`src/rtl/core/abs_pkg.sv`:
```
// shared types and constants for the alternating-bit sender
// no dependencies; imported by every module of the block
`default_nettype none

package abs_pkg;

  // width of the additive checksum
  localparam int CHECK_W = 13;

  // timeout register value after reset
  localparam logic [15:0] TIMEOUT_RESET = 16'd15;

  // input item kinds
  typedef enum logic [1:0] {
    KIND_MSG  = 2'd0,
    KIND_ACK  = 2'd1,
    KIND_TICK = 2'd2
  } abs_kind_t;

  // send command from the front to the back
  typedef struct packed {
    logic resend;
    logic seq;
    logic ovf;
  } abs_cmd_t;

  // back-end sequencer states
  typedef enum logic [1:0] {
    BK_IDLE,
    BK_META,
    BK_READ,
    BK_LOAD
  } abs_bk_state_t;

endpackage

`default_nettype wire

```
`src/rtl/core/abs_cmd_fifo.sv`:
```
// two-entry command queue between the front and the back
// depends on abs_pkg for the command type
`default_nettype none

module abs_cmd_fifo
  import abs_pkg::*;
(
  input  wire logic     clk,
  input  wire logic     rst,
  input  wire logic     push,
  input  wire abs_cmd_t push_data,
  output logic          full,
  input  wire logic     pop,
  output logic          empty,
  output abs_cmd_t      head_data
);

  abs_cmd_t   entries [2];
  logic       wr_ptr;
  logic       rd_ptr;
  logic [1:0] count;

  assign full      = (count == 2'd2);
  assign empty     = (count == 2'd0);
  assign head_data = entries[rd_ptr];

  // pointers and fill count
  always_ff @(posedge clk) begin
    if (rst) begin
      wr_ptr <= 1'b0;
      rd_ptr <= 1'b0;
      count  <= 2'd0;
    end else begin
      if (push) wr_ptr <= ~wr_ptr;
      if (pop) rd_ptr <= ~rd_ptr;
      case ({push, pop})
        2'b10:   count <= count + 2'd1;
        2'b01:   count <= count - 2'd1;
        default: count <= count;
      endcase
    end
  end

  // storage
  always_ff @(posedge clk) begin
    if (push) entries[wr_ptr] <= push_data;
  end

endmodule

`default_nettype wire

```
`src/rtl/core/abs_front.sv`:
```
// front end: accepts items, assembles messages, checks acks, runs the timer
// depends on abs_pkg; issues send commands and message memory writes
`default_nettype none

module abs_front
  import abs_pkg::*;
#(
  parameter int MSG_BYTES  = 20,
  parameter int QUEUE_MSGS = 16,
  localparam int LW = $clog2(MSG_BYTES + 1),
  localparam int SW = (QUEUE_MSGS > 1) ? $clog2(QUEUE_MSGS) : 1,
  localparam int AW = (QUEUE_MSGS * MSG_BYTES > 1) ? $clog2(QUEUE_MSGS * MSG_BYTES) : 1
) (
  input  wire logic                clk,
  input  wire logic                rst,
  input  wire logic                in_valid,
  output logic                     in_ready,
  input  wire logic [1:0]          kind,
  input  wire logic [7:0]          data_byte,
  input  wire logic                byte_last,
  input  wire logic                ack_seq_field,
  input  wire logic                ack_number,
  input  wire logic [CHECK_W-1:0]  ack_check_value,
  input  wire logic                cfg_valid,
  input  wire logic [15:0]         cfg_data,
  output logic                     cmd_push,
  output abs_cmd_t                 cmd,
  input  wire logic                cmd_full,
  input  wire logic                back_quiet,
  output logic                     qwr_en,
  output logic [AW-1:0]            qwr_addr,
  output logic [7:0]               qwr_data,
  output logic                     mwr_en,
  output logic [SW-1:0]            mwr_slot,
  output logic [LW-1:0]            mwr_len,
  output logic [CHECK_W-1:0]       mwr_sum
);

  localparam int KW = (MSG_BYTES > 1) ? $clog2(MSG_BYTES) : 1;
  localparam int CW = $clog2(QUEUE_MSGS + 1);

  // registers
  logic [15:0]        timeout_ticks, timeout_ticks_next;
  logic               seq, seq_next;
  logic               awaiting, awaiting_next;
  logic [15:0]        timer, timer_next;
  logic [SW-1:0]      tail, tail_next;
  logic [AW-1:0]      tail_base, tail_base_next;
  logic [CW-1:0]      count, count_next;
  logic [KW-1:0]      fill, fill_next;
  logic               dropping, dropping_next;
  logic [CHECK_W-1:0] msg_sum, msg_sum_next;
  logic [CHECK_W-1:0] ack_sum, ack_sum_next;
  logic               overflow, overflow_next;

  // combinational helpers
  abs_kind_t          kind_e;
  logic               accept;
  logic               first;
  logic               drop_now;
  logic               msg_end;
  logic [CHECK_W-1:0] sum_acc;
  logic [CHECK_W-1:0] ack_total;
  logic [CHECK_W-1:0] ack_calc;
  logic [15:0]        reload;
  logic [CW-1:0]      cnt_mid;
  logic               seq_mid;
  logic               ovf_mid;
  logic               send_fresh;
  logic               send_resend;

  assign kind_e    = abs_kind_t'(kind);
  assign in_ready  = !cmd_full && !(kind_e == KIND_MSG && !back_quiet);
  assign accept    = in_valid && in_ready;
  assign first     = (fill == '0);
  assign drop_now  = first ? (count >= CW'(QUEUE_MSGS)) : dropping;
  assign msg_end   = byte_last || (fill == KW'(MSG_BYTES - 1));
  assign sum_acc   = (first ? '0 : msg_sum) + CHECK_W'(data_byte);
  assign ack_total = ack_sum + CHECK_W'(data_byte);
  assign ack_calc  = ack_total + CHECK_W'(ack_seq_field) + CHECK_W'(ack_number);
  assign reload    = (timeout_ticks == 16'd0) ? 16'd1 : timeout_ticks;

  // message memory write ports
  assign qwr_addr = tail_base + AW'(fill);
  assign qwr_data = data_byte;
  assign mwr_slot = tail;
  assign mwr_len  = LW'(fill) + LW'(1);
  assign mwr_sum  = sum_acc;

  // item handling
  always_comb begin
    timeout_ticks_next = cfg_valid ? cfg_data : timeout_ticks;
    seq_next       = seq;
    awaiting_next  = awaiting;
    timer_next     = timer;
    tail_next      = tail;
    tail_base_next = tail_base;
    count_next     = count;
    fill_next      = fill;
    dropping_next  = dropping;
    msg_sum_next   = msg_sum;
    ack_sum_next   = ack_sum;
    overflow_next  = overflow;
    qwr_en         = 1'b0;
    mwr_en         = 1'b0;
    cnt_mid        = count;
    seq_mid        = seq;
    ovf_mid        = overflow;
    send_fresh     = 1'b0;
    send_resend    = 1'b0;

    if (accept) begin
      case (kind_e)
        KIND_MSG: begin
          ovf_mid       = overflow | (first & drop_now);
          overflow_next = ovf_mid;
          qwr_en        = !drop_now;
          msg_sum_next  = sum_acc;
          if (msg_end) begin
            if (!drop_now) begin
              mwr_en = 1'b1;
              if (tail == SW'(QUEUE_MSGS - 1)) begin
                tail_next      = '0;
                tail_base_next = '0;
              end else begin
                tail_next      = tail + SW'(1);
                tail_base_next = tail_base + AW'(MSG_BYTES);
              end
              cnt_mid = count + CW'(1);
            end
            fill_next     = '0;
            dropping_next = 1'b0;
            send_fresh    = !awaiting && (cnt_mid != '0);
          end else begin
            fill_next     = fill + KW'(1);
            dropping_next = drop_now;
          end
        end
        KIND_ACK: begin
          if (!byte_last) begin
            ack_sum_next = ack_total;
          end else begin
            ack_sum_next = '0;
            if (awaiting && ack_check_value == ack_calc && ack_number == seq) begin
              timer_next    = 16'd0;
              seq_mid       = ~seq;
              seq_next      = seq_mid;
              awaiting_next = 1'b0;
              send_fresh    = (count != '0);
            end
          end
        end
        KIND_TICK: begin
          if (awaiting) begin
            if (timer > 16'd1) begin
              timer_next = timer - 16'd1;
            end else begin
              timer_next  = reload;
              send_resend = 1'b1;
            end
          end
        end
        default: begin
        end
      endcase
    end

    count_next = cnt_mid;
    // hand the head message to the back end
    if (send_fresh) begin
      count_next    = cnt_mid - CW'(1);
      awaiting_next = 1'b1;
      timer_next    = reload;
    end

    cmd_push   = send_fresh || send_resend;
    cmd.resend = send_resend;
    cmd.seq    = seq_mid;
    cmd.ovf    = ovf_mid;
  end

  // state registers
  always_ff @(posedge clk) begin
    if (rst) begin
      timeout_ticks <= TIMEOUT_RESET;
      seq           <= 1'b0;
      awaiting      <= 1'b0;
      timer         <= 16'd0;
      tail          <= '0;
      tail_base     <= '0;
      count         <= '0;
      fill          <= '0;
      dropping      <= 1'b0;
      msg_sum       <= '0;
      ack_sum       <= '0;
      overflow      <= 1'b0;
    end else begin
      timeout_ticks <= timeout_ticks_next;
      seq           <= seq_next;
      awaiting      <= awaiting_next;
      timer         <= timer_next;
      tail          <= tail_next;
      tail_base     <= tail_base_next;
      count         <= count_next;
      fill          <= fill_next;
      dropping      <= dropping_next;
      msg_sum       <= msg_sum_next;
      ack_sum       <= ack_sum_next;
      overflow      <= overflow_next;
    end
  end

endmodule

`default_nettype wire

```
`src/rtl/core/abs_back.sv`:
```
// back end: holds the message queue and the kept packet, streams out packets
// depends on abs_pkg; takes commands from the command queue
`default_nettype none

module abs_back
  import abs_pkg::*;
#(
  parameter int MSG_BYTES  = 20,
  parameter int QUEUE_MSGS = 16,
  localparam int LW = $clog2(MSG_BYTES + 1),
  localparam int SW = (QUEUE_MSGS > 1) ? $clog2(QUEUE_MSGS) : 1,
  localparam int AW = (QUEUE_MSGS * MSG_BYTES > 1) ? $clog2(QUEUE_MSGS * MSG_BYTES) : 1
) (
  input  wire logic                clk,
  input  wire logic                rst,
  input  wire logic                cmd_empty,
  input  wire abs_cmd_t            cmd,
  output logic                     cmd_pop,
  output logic                     busy,
  input  wire logic                qwr_en,
  input  wire logic [AW-1:0]       qwr_addr,
  input  wire logic [7:0]          qwr_data,
  input  wire logic                mwr_en,
  input  wire logic [SW-1:0]       mwr_slot,
  input  wire logic [LW-1:0]       mwr_len,
  input  wire logic [CHECK_W-1:0]  mwr_sum,
  output logic                     out_valid,
  input  wire logic                out_ready,
  output logic                     out_seq,
  output logic [CHECK_W-1:0]       out_checksum,
  output logic [7:0]               out_byte,
  output logic                     out_last,
  output logic                     is_resend,
  output logic                     overflow_seen
);

  localparam int KW = (MSG_BYTES > 1) ? $clog2(MSG_BYTES) : 1;

  // memories
  logic [7:0]         qmem [QUEUE_MSGS * MSG_BYTES];
  logic [LW-1:0]      meta_len [QUEUE_MSGS];
  logic [CHECK_W-1:0] meta_sum [QUEUE_MSGS];
  logic [7:0]         pmem [MSG_BYTES];
  logic [7:0]         q_rd_data;
  logic [7:0]         p_rd_data;
  logic [LW-1:0]      meta_len_rd;
  logic [CHECK_W-1:0] meta_sum_rd;

  // sequencer registers
  abs_bk_state_t      state, state_next;
  logic               cur_resend;
  logic               cur_seq;
  logic               cur_ovf;
  logic [AW-1:0]      cur_base;
  logic [SW-1:0]      head;
  logic [AW-1:0]      head_base;
  logic [KW-1:0]      k;
  logic [LW-1:0]      len;
  logic [CHECK_W-1:0] pend_check;

  // combinational controls
  logic               m_rd;
  logic               q_rd;
  logic               p_rd;
  logic               p_wr;
  logic               out_load;
  logic               out_free;
  logic               at_last;
  logic [7:0]         fresh_byte;
  logic [7:0]         byte_sel;

  assign busy       = (state != BK_IDLE);
  assign out_free   = !out_valid || out_ready;
  assign at_last    = (k == KW'(MSG_BYTES - 1));
  assign fresh_byte = (LW'(k) < len) ? q_rd_data : 8'h00;
  assign byte_sel   = cur_resend ? p_rd_data : fresh_byte;

  // next state and strobes
  always_comb begin
    state_next = state;
    cmd_pop    = 1'b0;
    m_rd       = 1'b0;
    q_rd       = 1'b0;
    p_rd       = 1'b0;
    p_wr       = 1'b0;
    out_load   = 1'b0;
    unique case (state)
      BK_IDLE: begin
        if (!cmd_empty) begin
          cmd_pop    = 1'b1;
          m_rd       = !cmd.resend;
          state_next = cmd.resend ? BK_READ : BK_META;
        end
      end
      BK_META: begin
        state_next = BK_READ;
      end
      BK_READ: begin
        p_rd       = cur_resend;
        q_rd       = !cur_resend;
        state_next = BK_LOAD;
      end
      BK_LOAD: begin
        if (out_free) begin
          out_load   = 1'b1;
          p_wr       = !cur_resend;
          state_next = at_last ? BK_IDLE : BK_READ;
        end
      end
      default: begin
        state_next = BK_IDLE;
      end
    endcase
  end

  // sequencer control state
  always_ff @(posedge clk) begin
    if (rst) begin
      state     <= BK_IDLE;
      head      <= '0;
      head_base <= '0;
      k         <= '0;
    end else begin
      state <= state_next;
      if (cmd_pop) begin
        k <= '0;
        if (!cmd.resend) begin
          if (head == SW'(QUEUE_MSGS - 1)) begin
            head      <= '0;
            head_base <= '0;
          end else begin
            head      <= head + SW'(1);
            head_base <= head_base + AW'(MSG_BYTES);
          end
        end
      end else if (out_load && !at_last) begin
        k <= k + KW'(1);
      end
    end
  end

  // packet attributes
  always_ff @(posedge clk) begin
    if (cmd_pop) begin
      cur_resend <= cmd.resend;
      cur_seq    <= cmd.seq;
      cur_ovf    <= cmd.ovf;
      cur_base   <= head_base;
    end
    if (state == BK_META) begin
      len        <= meta_len_rd;
      pend_check <= CHECK_W'(cur_seq) + meta_sum_rd;
    end
  end

  // message queue memory
  always_ff @(posedge clk) begin
    if (qwr_en) qmem[qwr_addr] <= qwr_data;
    if (q_rd) q_rd_data <= qmem[cur_base + AW'(k)];
  end

  // per-message length and byte sum
  always_ff @(posedge clk) begin
    if (mwr_en) begin
      meta_len[mwr_slot] <= mwr_len;
      meta_sum[mwr_slot] <= mwr_sum;
    end
    if (m_rd) begin
      meta_len_rd <= meta_len[head];
      meta_sum_rd <= meta_sum[head];
    end
  end

  // kept packet for retransmission
  always_ff @(posedge clk) begin
    if (p_wr) pmem[k] <= fresh_byte;
    if (p_rd) p_rd_data <= pmem[k];
  end

  // output register
  always_ff @(posedge clk) begin
    if (rst) begin
      out_valid <= 1'b0;
    end else if (out_load) begin
      out_valid <= 1'b1;
    end else if (out_ready) begin
      out_valid <= 1'b0;
    end
  end

  always_ff @(posedge clk) begin
    if (out_load) begin
      out_seq       <= cur_seq;
      out_checksum  <= pend_check;
      out_byte      <= byte_sel;
      out_last      <= at_last;
      is_resend     <= cur_resend;
      overflow_seen <= cur_ovf;
    end
  end

endmodule

`default_nettype wire

```
`src/rtl/core/alternating_bit_sender.sv`:
```
// alternating-bit sender top level: front end, command queue, back end
// depends on abs_pkg, abs_front, abs_cmd_fifo and abs_back
// first byte out after the command queue, META (fresh only), READ and LOAD; later if busy
// each byte needs a registered memory read (READ) before LOAD; a stalled output holds LOAD
// acks and ticks take 1 item per cycle unless the command queue is full; message bytes wait
// while a packet streams or is queued; reset: control state cleared, timeout 15, memories kept
`default_nettype none

module alternating_bit_sender
  import abs_pkg::*;
#(
  parameter int MSG_BYTES  = 20,
  parameter int QUEUE_MSGS = 16
) (
  input  wire logic        clk,
  input  wire logic        rst,
  input  wire logic        s_tvalid,
  output logic             s_tready,
  // data_byte[7:0], ack_seq_field[8], ack_number[9], ack_check_value[22:10], zero[23]
  input  wire logic [23:0] s_tdata,
  // kind[1:0]
  input  wire logic [1:0]  s_tuser,
  input  wire logic        s_tlast,
  input  wire logic        cfg_valid,
  output logic             cfg_ready,
  input  wire logic [15:0] cfg_data,
  output logic             m_tvalid,
  input  wire logic        m_tready,
  // out_seq[0], out_ack[1], out_checksum[14:2], out_byte[22:15], overflow_seen[23]
  output logic [23:0]      m_tdata,
  // is_resend[0]
  output logic             m_tuser,
  output logic             m_tlast
);

  localparam int LW = $clog2(MSG_BYTES + 1);
  localparam int SW = (QUEUE_MSGS > 1) ? $clog2(QUEUE_MSGS) : 1;
  localparam int AW = (QUEUE_MSGS * MSG_BYTES > 1) ? $clog2(QUEUE_MSGS * MSG_BYTES) : 1;

  abs_cmd_t           push_cmd;
  abs_cmd_t           head_cmd;
  logic               cmd_push;
  logic               cmd_pop;
  logic               cmd_full;
  logic               cmd_empty;
  logic               back_busy;
  logic               back_quiet;
  logic               qwr_en;
  logic [AW-1:0]      qwr_addr;
  logic [7:0]         qwr_data;
  logic               mwr_en;
  logic [SW-1:0]      mwr_slot;
  logic [LW-1:0]      mwr_len;
  logic [CHECK_W-1:0] mwr_sum;
  logic               o_seq;
  logic [CHECK_W-1:0] o_checksum;
  logic [7:0]         o_byte;
  logic               o_ovf;

  assign cfg_ready  = 1'b1;
  assign back_quiet = !back_busy && cmd_empty;

  // front end
  abs_front #(
    .MSG_BYTES  (MSG_BYTES),
    .QUEUE_MSGS (QUEUE_MSGS)
  ) u_front (
    .clk             (clk),
    .rst             (rst),
    .in_valid        (s_tvalid),
    .in_ready        (s_tready),
    .kind            (s_tuser),
    .data_byte       (s_tdata[7:0]),
    .byte_last       (s_tlast),
    .ack_seq_field   (s_tdata[8]),
    .ack_number      (s_tdata[9]),
    .ack_check_value (s_tdata[22:10]),
    .cfg_valid       (cfg_valid),
    .cfg_data        (cfg_data),
    .cmd_push        (cmd_push),
    .cmd             (push_cmd),
    .cmd_full        (cmd_full),
    .back_quiet      (back_quiet),
    .qwr_en          (qwr_en),
    .qwr_addr        (qwr_addr),
    .qwr_data        (qwr_data),
    .mwr_en          (mwr_en),
    .mwr_slot        (mwr_slot),
    .mwr_len         (mwr_len),
    .mwr_sum         (mwr_sum)
  );

  // command queue
  abs_cmd_fifo u_cmd_fifo (
    .clk       (clk),
    .rst       (rst),
    .push      (cmd_push),
    .push_data (push_cmd),
    .full      (cmd_full),
    .pop       (cmd_pop),
    .empty     (cmd_empty),
    .head_data (head_cmd)
  );

  // back end
  abs_back #(
    .MSG_BYTES  (MSG_BYTES),
    .QUEUE_MSGS (QUEUE_MSGS)
  ) u_back (
    .clk           (clk),
    .rst           (rst),
    .cmd_empty     (cmd_empty),
    .cmd           (head_cmd),
    .cmd_pop       (cmd_pop),
    .busy          (back_busy),
    .qwr_en        (qwr_en),
    .qwr_addr      (qwr_addr),
    .qwr_data      (qwr_data),
    .mwr_en        (mwr_en),
    .mwr_slot      (mwr_slot),
    .mwr_len       (mwr_len),
    .mwr_sum       (mwr_sum),
    .out_valid     (m_tvalid),
    .out_ready     (m_tready),
    .out_seq       (o_seq),
    .out_checksum  (o_checksum),
    .out_byte      (o_byte),
    .out_last      (m_tlast),
    .is_resend     (m_tuser),
    .overflow_seen (o_ovf)
  );

  // output packing, ack field is always zero
  assign m_tdata = {o_ovf, o_byte, o_checksum, 1'b0, o_seq};

endmodule

`default_nettype wire

```
`config.mk`:
```
export PLATFORM = sky130hd
export DESIGN_NAME = alternating_bit_sender
export DESIGN_NICKNAME = d
export VERILOG_FILES = /design/src/rtl/core/abs_pkg.sv /design/src/rtl/core/abs_cmd_fifo.sv /design/src/rtl/core/abs_front.sv /design/src/rtl/core/abs_back.sv /design/src/rtl/core/alternating_bit_sender.sv
export SDC_FILE = /design/constraint.sdc
export NUM_CORES = 2
export LEC_CHECK = 0
export BUFFER_PORTS_ARGS = -buffer_cell sky130_fd_sc_hd__buf_4
export CAP_MARGIN = 10
export CORE_ASPECT_RATIO = 1.25
export CORE_MARGIN = 4
export CORE_UTILIZATION = 52
export DETAILED_ROUTE_END_ITERATION = 6
export PLACE_DENSITY = 0.68
export SLEW_MARGIN = 20
export SYNTH_ARGS = -nofsm -noshare
export SYNTH_HDL_FRONTEND = slang
export SYNTH_SLANG_ARGS = --single-unit
```
`constraint.sdc`:
```
create_clock -name clk -period 13.6 [get_ports clk]
set_input_delay 3.4 -clock clk [delete_from_list [all_inputs] [get_ports clk]]
set_output_delay 3.4 -clock clk [all_outputs]
set_load 0.02 [all_outputs]
```
# == Yosys cells after proc, flatten, opt, wreduce, memory -nomap -nowiden ==
# Memories as Yosys holds them, arrays and structs flattened. A register that Yosys moved wholly into a read port is not among the register bits.
# Index checks and enable logic that the tools add are counted.
# word_totals
mem_count,5
ramBits,3014
reg_bits,165
output_inout_bits,29
inputBits,48
# classes
bitwise,7
mux,81
n_eq_ne,19
order_cmp,3
add_sub_neg,18
n_reduce_logical,44
# memory_table
memory,depth,word_bits,read_ports,rd_ports_with_merged_regs,write_ports,line,rtl
u_back.qmem,320,8,1,1,1,abs_back.sv:40,logic [7:0] qmem [QUEUE_MSGS * MSG_BYTES];
u_back.meta_sum,16,13,1,1,1,abs_back.sv:42,logic [CHECK_W-1:0] meta_sum [QUEUE_MSGS];
u_back.pmem,20,8,1,1,1,abs_back.sv:43,logic [7:0] pmem [MSG_BYTES];
u_back.meta_len,16,5,1,1,1,abs_back.sv:41,logic [LW-1:0] meta_len [QUEUE_MSGS];
u_cmd_fifo.entries,2,3,1,1,1,abs_cmd_fifo.sv:18,abs_cmd_t entries [2];
# op_table
operator,count
$mux W16,7
$mux W1,49
$mux W5,9
$pmux W16 S2,1
$add A13 B1 Y13,2
$add A13 B8 Y13,2
$mux W13,2
$add A9 B5 Y9,2
$add A9 B5 Y9 const B,2
$mux W9,2
$gt A16 B1 Y1 const B,1
$logic_not A16 Y1,1
$mux W8,2
$sub A16 B1 Y16 const B,1
$add A5 B1 Y5 const B,3
$reduce_bool A2 Y1,7
$add A1 B13 Y13,1
$eq A13 B13 Y1,1
$eq A2 B2 Y1 const B,5
$eq A5 B5 Y1 const B,2
$logic_not A1 Y1,10
$reduce_bool A5 Y1,2
$add A4 B1 Y4 const B,2
$eq A4 B4 Y1 const B,2
28 further kinds,54

# == Logic depth before layout (Yosys ltp) ==
# logic_depth
ltp_word,17
mapped_depth,20

# == By module ==
# From an unflattened synthesis, not the netlist that was laid out.
# hier_totals
hier_cells,6252
area_unflattened_um2,127043.1
# by_module_without_submodules
mod,seq_area_each_um2,area_each_um2,cells_each,n_inst
abs_back,93319.5,120565.6,5448,1
abs_front,1661.6,6007.0,766,1
abs_cmd_fifo,280.3,419.2,31,1
alternating_bit_sender,0.0,51.3,7,1

# == Worst setup path after synthesis ==
# OpenSTA, ideal clock, no wires.
# synth_timing
kind,input -> output
start,input s_tuser[0]
end,output s_tready
slack_ps,5988
arrival_time_ps,4212
path_buffers,0
required_time_ps,10200
cell_stages,4
cell_sequence,inv_1 > ha_1 > a21boi_0 > a21oi_1
# synth_between
elab_chain_len,4
# synth_rtl
item,line,rtl
from (decl),alternating_bit_sender.sv:22,"input wire logic [1:0] s_tuser,"
$logic_not A2 Y1,abs_front.sv:73,assign in_ready = !cmd_full && !(kind_e == KIND_MSG && !back_quiet);
$logic_and A1 B1 Y1,abs_front.sv:73,
$logic_not A1 Y1,abs_front.sv:73,
$logic_and A1 B1 Y1,abs_front.sv:73,
to (decl),alternating_bit_sender.sv:18,"output logic s_tready,"
# Every way passes these cells.

# == Final worst setup path ==
# layout_timing
start,input s_tdata[1]
end,register u_cmd_fifo.count[1]
# layout_between
elab_chain_len,13
# layout_rtl
item,line,rtl
from (decl),alternating_bit_sender.sv:20,"input wire logic [23:0] s_tdata,"
$add A13 B8 Y13 (*),abs_front.sv:79,assign ack_total = ack_sum + CHECK_W'(data_byte);
$add A13 B1 Y13 (*) (2 in series),abs_front.sv:80,assign ack_calc = ack_total + CHECK_W'(ack_seq_field) + CHECK_W'(ack_number);
$eq A13 B13 Y1 (*),abs_front.sv:144,if (awaiting && ack_check_value == ack_calc && ack_number == seq) begin
$logic_and A1 B1 Y1 (*) (2 in series),abs_front.sv:144,
$mux W1 (*),abs_front.sv:144,
$mux W1 (*),abs_front.sv:140,if (!byte_last) begin
$pmux W1 S2 (*),abs_front.sv:113,case (kind_e)
$mux W1 (*),abs_front.sv:112,if (accept) begin
$logic_or A1 B1 Y1 (*),abs_front.sv:176,cmd_push = send_fresh || send_resend;
$eq A2 B1 Y1 or $eq A2 B2 Y1 (tied branches),abs_cmd_fifo.sv:36,"case ({push, pop})"
$pmux W2 S2 or $reduce_bool A2 Y1 (tied branches),-,
to (signal assigned),abs_cmd_fifo.sv:37,2'b10: count <= count + 2'd1;
to (signal assigned),abs_cmd_fifo.sv:38,2'b01: count <= count - 2'd1;
to (signal assigned),abs_cmd_fifo.sv:39,default: count <= count;
to (decl),abs_cmd_fifo.sv:21,logic [1:0] count;
# Mark *: on every way between the ends. The rest lies on a longest branch, timed or not.
# A chain may end at the register's enable or synchronous reset.

==> metrics.txt <==
number of global-route vias before repair=60,600; footprint of the flip-flops and latches=95,300 um^2; share of layout cells above drive strength 1=27.2%; Max-Cap Viols=0; Max Clock Freq=120 MHz; area of the mapped netlist=126,000 um^2; HPWL Detailed=172,000 um; gp weighted congestion=0.788; Pins Over Slew Limit=0; Setup violations, final=0; Util after Layout=58.5%; hold crit path type=register to register; period utilization=61.5%; Worst EP required=14.36 ns; Clk Latency, worst-skew pair=0.87 ns; status=completed; core area=240,000 um^2; Post-synth ARST share=0%; vias=59,100; initial DRC count=6,245; Pwr Density=152 nW/um^2; setup TNS=0 ns; Sw Share=22.4%; H-tree depth=5; sw power=4.81 mW; endpoints failing hold=0; Port Buf Inserts=73; Placed Area=131,000 um^2; Avg Vias per Cell=6.29; post-CTS setup buffers=0; Die X=448 um; CTS buffer count=309; LEAKAGE=42.4 nW; clock root buffer=clkbuf_16; synthesis-stage register bit count=3,208; Final Critical Period=8.36 ns; Distinct cells, synth=85; Hold Crit Start=u_back.meta_len_rd[1]; Syn Nets=5,939; reg-to-reg slack, setup=7.26 ns; Critical Path Start=s_tdata[1]; first-pass GRT wire length=423,000 um; Arrival @ worst endpoint=9.13 ns; P&R area growth vs syn=11.5%; Mapped Cells=5,833; FF-to-FF path depth=9; Crit Path Category=input pin to register; Worst R2R End=u_back.q_rd_data[4]; ys flop type=edfxtp_1; clock share of power=39.6%; yosys warns=0; initial antenna violation count=11; average size of a mapped cell=21.6 um^2; final instance area=141,000 um^2; CP Max Fanout=140; Internal=16.6 mW; row cnt=201; RSZ-0062 raised after global routing=no; Seq pwr share=51.5%; VDD IR-drop max=0.121 mV; hold path cells=0; combinational power share=9.0%; Post-DRT Antenna Nets=0; drt wl/cell=30.7 um; post_cts resized=0; Fill cells=16,900; area of the multi-input gates=29,500 um^2; # hold bufs at CTS=0; Post-synth EDFFs=3,101; CTS tree=built; clk slew on worst S/H paths=0.06 ns; R2R Path Start=u_back.k[0]; Slew headroom=18.8%; largest net degree at the start of global routing=176; I/O Pins=77; GRT Util Overall=23.3%; Tightest Pin Transition=1.22 ns; Seq/Total Area, Yosys=75.6%; Initial Utilization=52.4%; DIE HEIGHT=558 um; CTS Buffer Depth=4; Overflow after GRT=0; Clock Skews=0.0387 ns; First-pass DRT Iterations=5; fin nets=6,120; CP endpoint kind=register; Die ar.=250,000 um^2; Hold Path Sink=u_back.len[1]; # clock sinks=3,208; drt drc=0; Worst setup SP type=input pin; overall routed net length=289,000 um
[cell type report]
type                            instances  area share, %
Inverter                               53          0.142
Antenna cell                            5        0.00890
Timing Repair Buffer                  198           1.21
Tap cell                             3146           2.80
Clock buffer                          372           5.80
Sequential cell                      3208           67.8
Clock inverter                        171           1.25
Multi-Input combinational cell       2244           21.0
[layer usage]
| layer | vias up | track usage (%) | wire (um) |
|---|---|---|---|
| li1 | 24600 | - | - |
| met1 | 31500 | 30.8 | 107000 |
| met2 | 2512 | 39.5 | 149000 |
| met3 | 452 | 4.41 | 22800 |
| met4 | 2 | 7.27 | 9040 |
| met5 | - | 0 | 7 |
[state kept, by name, indices dropped and copies added (netlist names), 5 cells and up, named ones only]
name and cells:
u_back.qmem 2560, u_back.meta_sum 208, u_back.pmem 160, u_back.meta_len 80
u_front.timeout_ticks 16, u_front.timer 16, u_back.meta_sum_rd 13, u_back.out_checksum 13
u_back.pend_check 13, u_front.ack_sum 13, u_front.msg_sum 13, u_back.out_byte 8
u_back.p_rd_data 8, u_back.q_rd_data 8, u_back.cur_base 7, u_back.head_base 7
u_front.tail_base 7, u_cmd_fifo.entries 6, u_back.k 5, u_back.len 5
u_back.meta_len_rd 5, u_front.count 5, u_front.fill 5
[logic make-up (layout without fill, tap and decap cells)]
group | after synthesis | after routing | share of synthesized area, %
buf+inv | 381 | 794 | 1.21
flops | 3208 | 3208 | 75.6
fa+ha+maj | 58 | 58 | 0.594
compound gates | 239 | 239 | 1.26
other cells | 2 | 7 | 0.00596
simple gates | 810 | 810 | 2.81
xor+xnor | 98 | 98 | 0.693
mux | 1037 | 1037 | 17.8
[worst max-delay path by stage]
stage                     endpoint  slack [ns]  cells after the start
3_3_place_gp   u_cmd_fifo.count[1]        4.75                     16
4_1_cts        u_cmd_fifo.count[1]        5.58                     16
6_report       u_cmd_fifo.count[1]        5.24                     16
2_1_floorplan             s_tready        5.99                      4
3_5_place_dp   u_cmd_fifo.count[1]        4.66                     16
5_1_grt        u_cmd_fifo.count[1]        4.93                     16
[power by group through the flow]
stage	combinational (mW)	clock, mW	sequential [mW]
3_3_place_gp	1.91	0	11.2
3_5_place_dp	1.93	0	11.2
4_1_cts	1.94	8.61	11.0
6_report	1.92	8.47	11.0
5_1_grt	2.02	9.04	11.0
2_1_floorplan	1.19	0	11.2
[worst max-delay path, stage by stage]
cell	delay, ns
buf_8	0.49
inv_1	0.38
fa_1	0.57
nand2b_2	0.24
a211oi_4	0.37
nor2_2	0.13
a211o_1	0.36
or4_1	0.42
nor4_1	0.40
a32oi_1	0.22
a2111oi_4	0.55
a21boi_2	0.22
nor2b_4	0.20
ha_1	0.32
or3_1	0.36
a21oi_1	0.15
[synth_stat cells, drive strengths merged (8+ instances only)]
master,n,area (um^2)
xnor2,56,498
o21ai,41,205
buf,116,523
nand2,127,482
o32ai,11,96.3
mux4,963,21700
nor3,43,220
nand3,53,275
nand4,10,62.6
xor2,42,375
a211oi,20,163
and2,21,131
a31oi,9,56.3
a22oi,14,105
mux2i,44,440
a21oi,82,422
a32oi,8,70.1
and3,13,81.3
mux2,30,338
nor2b,28,185
o211ai,9,72.6
ha,55,688
inv,52,195
edfxtp,3101,93100
nor2,466,1750
clkbuf,212,797
dfxtp,107,2140
nand2b,12,77.6
[placed cells by master, fill, tap and decap left out, drive strengths merged, types with 21 or more instances in the layout]
| cell type | instances |
|---|---|
| and2 | 21 |
| mux4 | 963 |
| nor3 | 43 |
| clkbuf | 372 |
| nor2b | 28 |
| ha | 55 |
| clkinv | 121 |
| dfxtp | 107 |
| buf | 198 |
| xnor2 | 56 |
| mux2 | 30 |
| mux2i | 44 |
| nand2 | 127 |
| inv | 63 |
| edfxtp | 3101 |
| bufinv | 31 |
| nor2 | 466 |
| xor2 | 42 |
| a21oi | 82 |
| o21ai | 41 |
| nand3 | 53 |
[through the flow]
stage               total power [mW]  setup WS, ns  std cells  hold WS (ns)
floorplan                       12.4          5.99       5833         0.400
global placement                13.1          4.75       8848         0.405
detailed placement              13.2          4.66       8848         0.405
CTS                             21.6          5.58       9391         0.426
global route                    22.1          4.93       9393         0.427
finish                          21.4          5.24       9397         0.418
(Power assumes the default switching activity.)
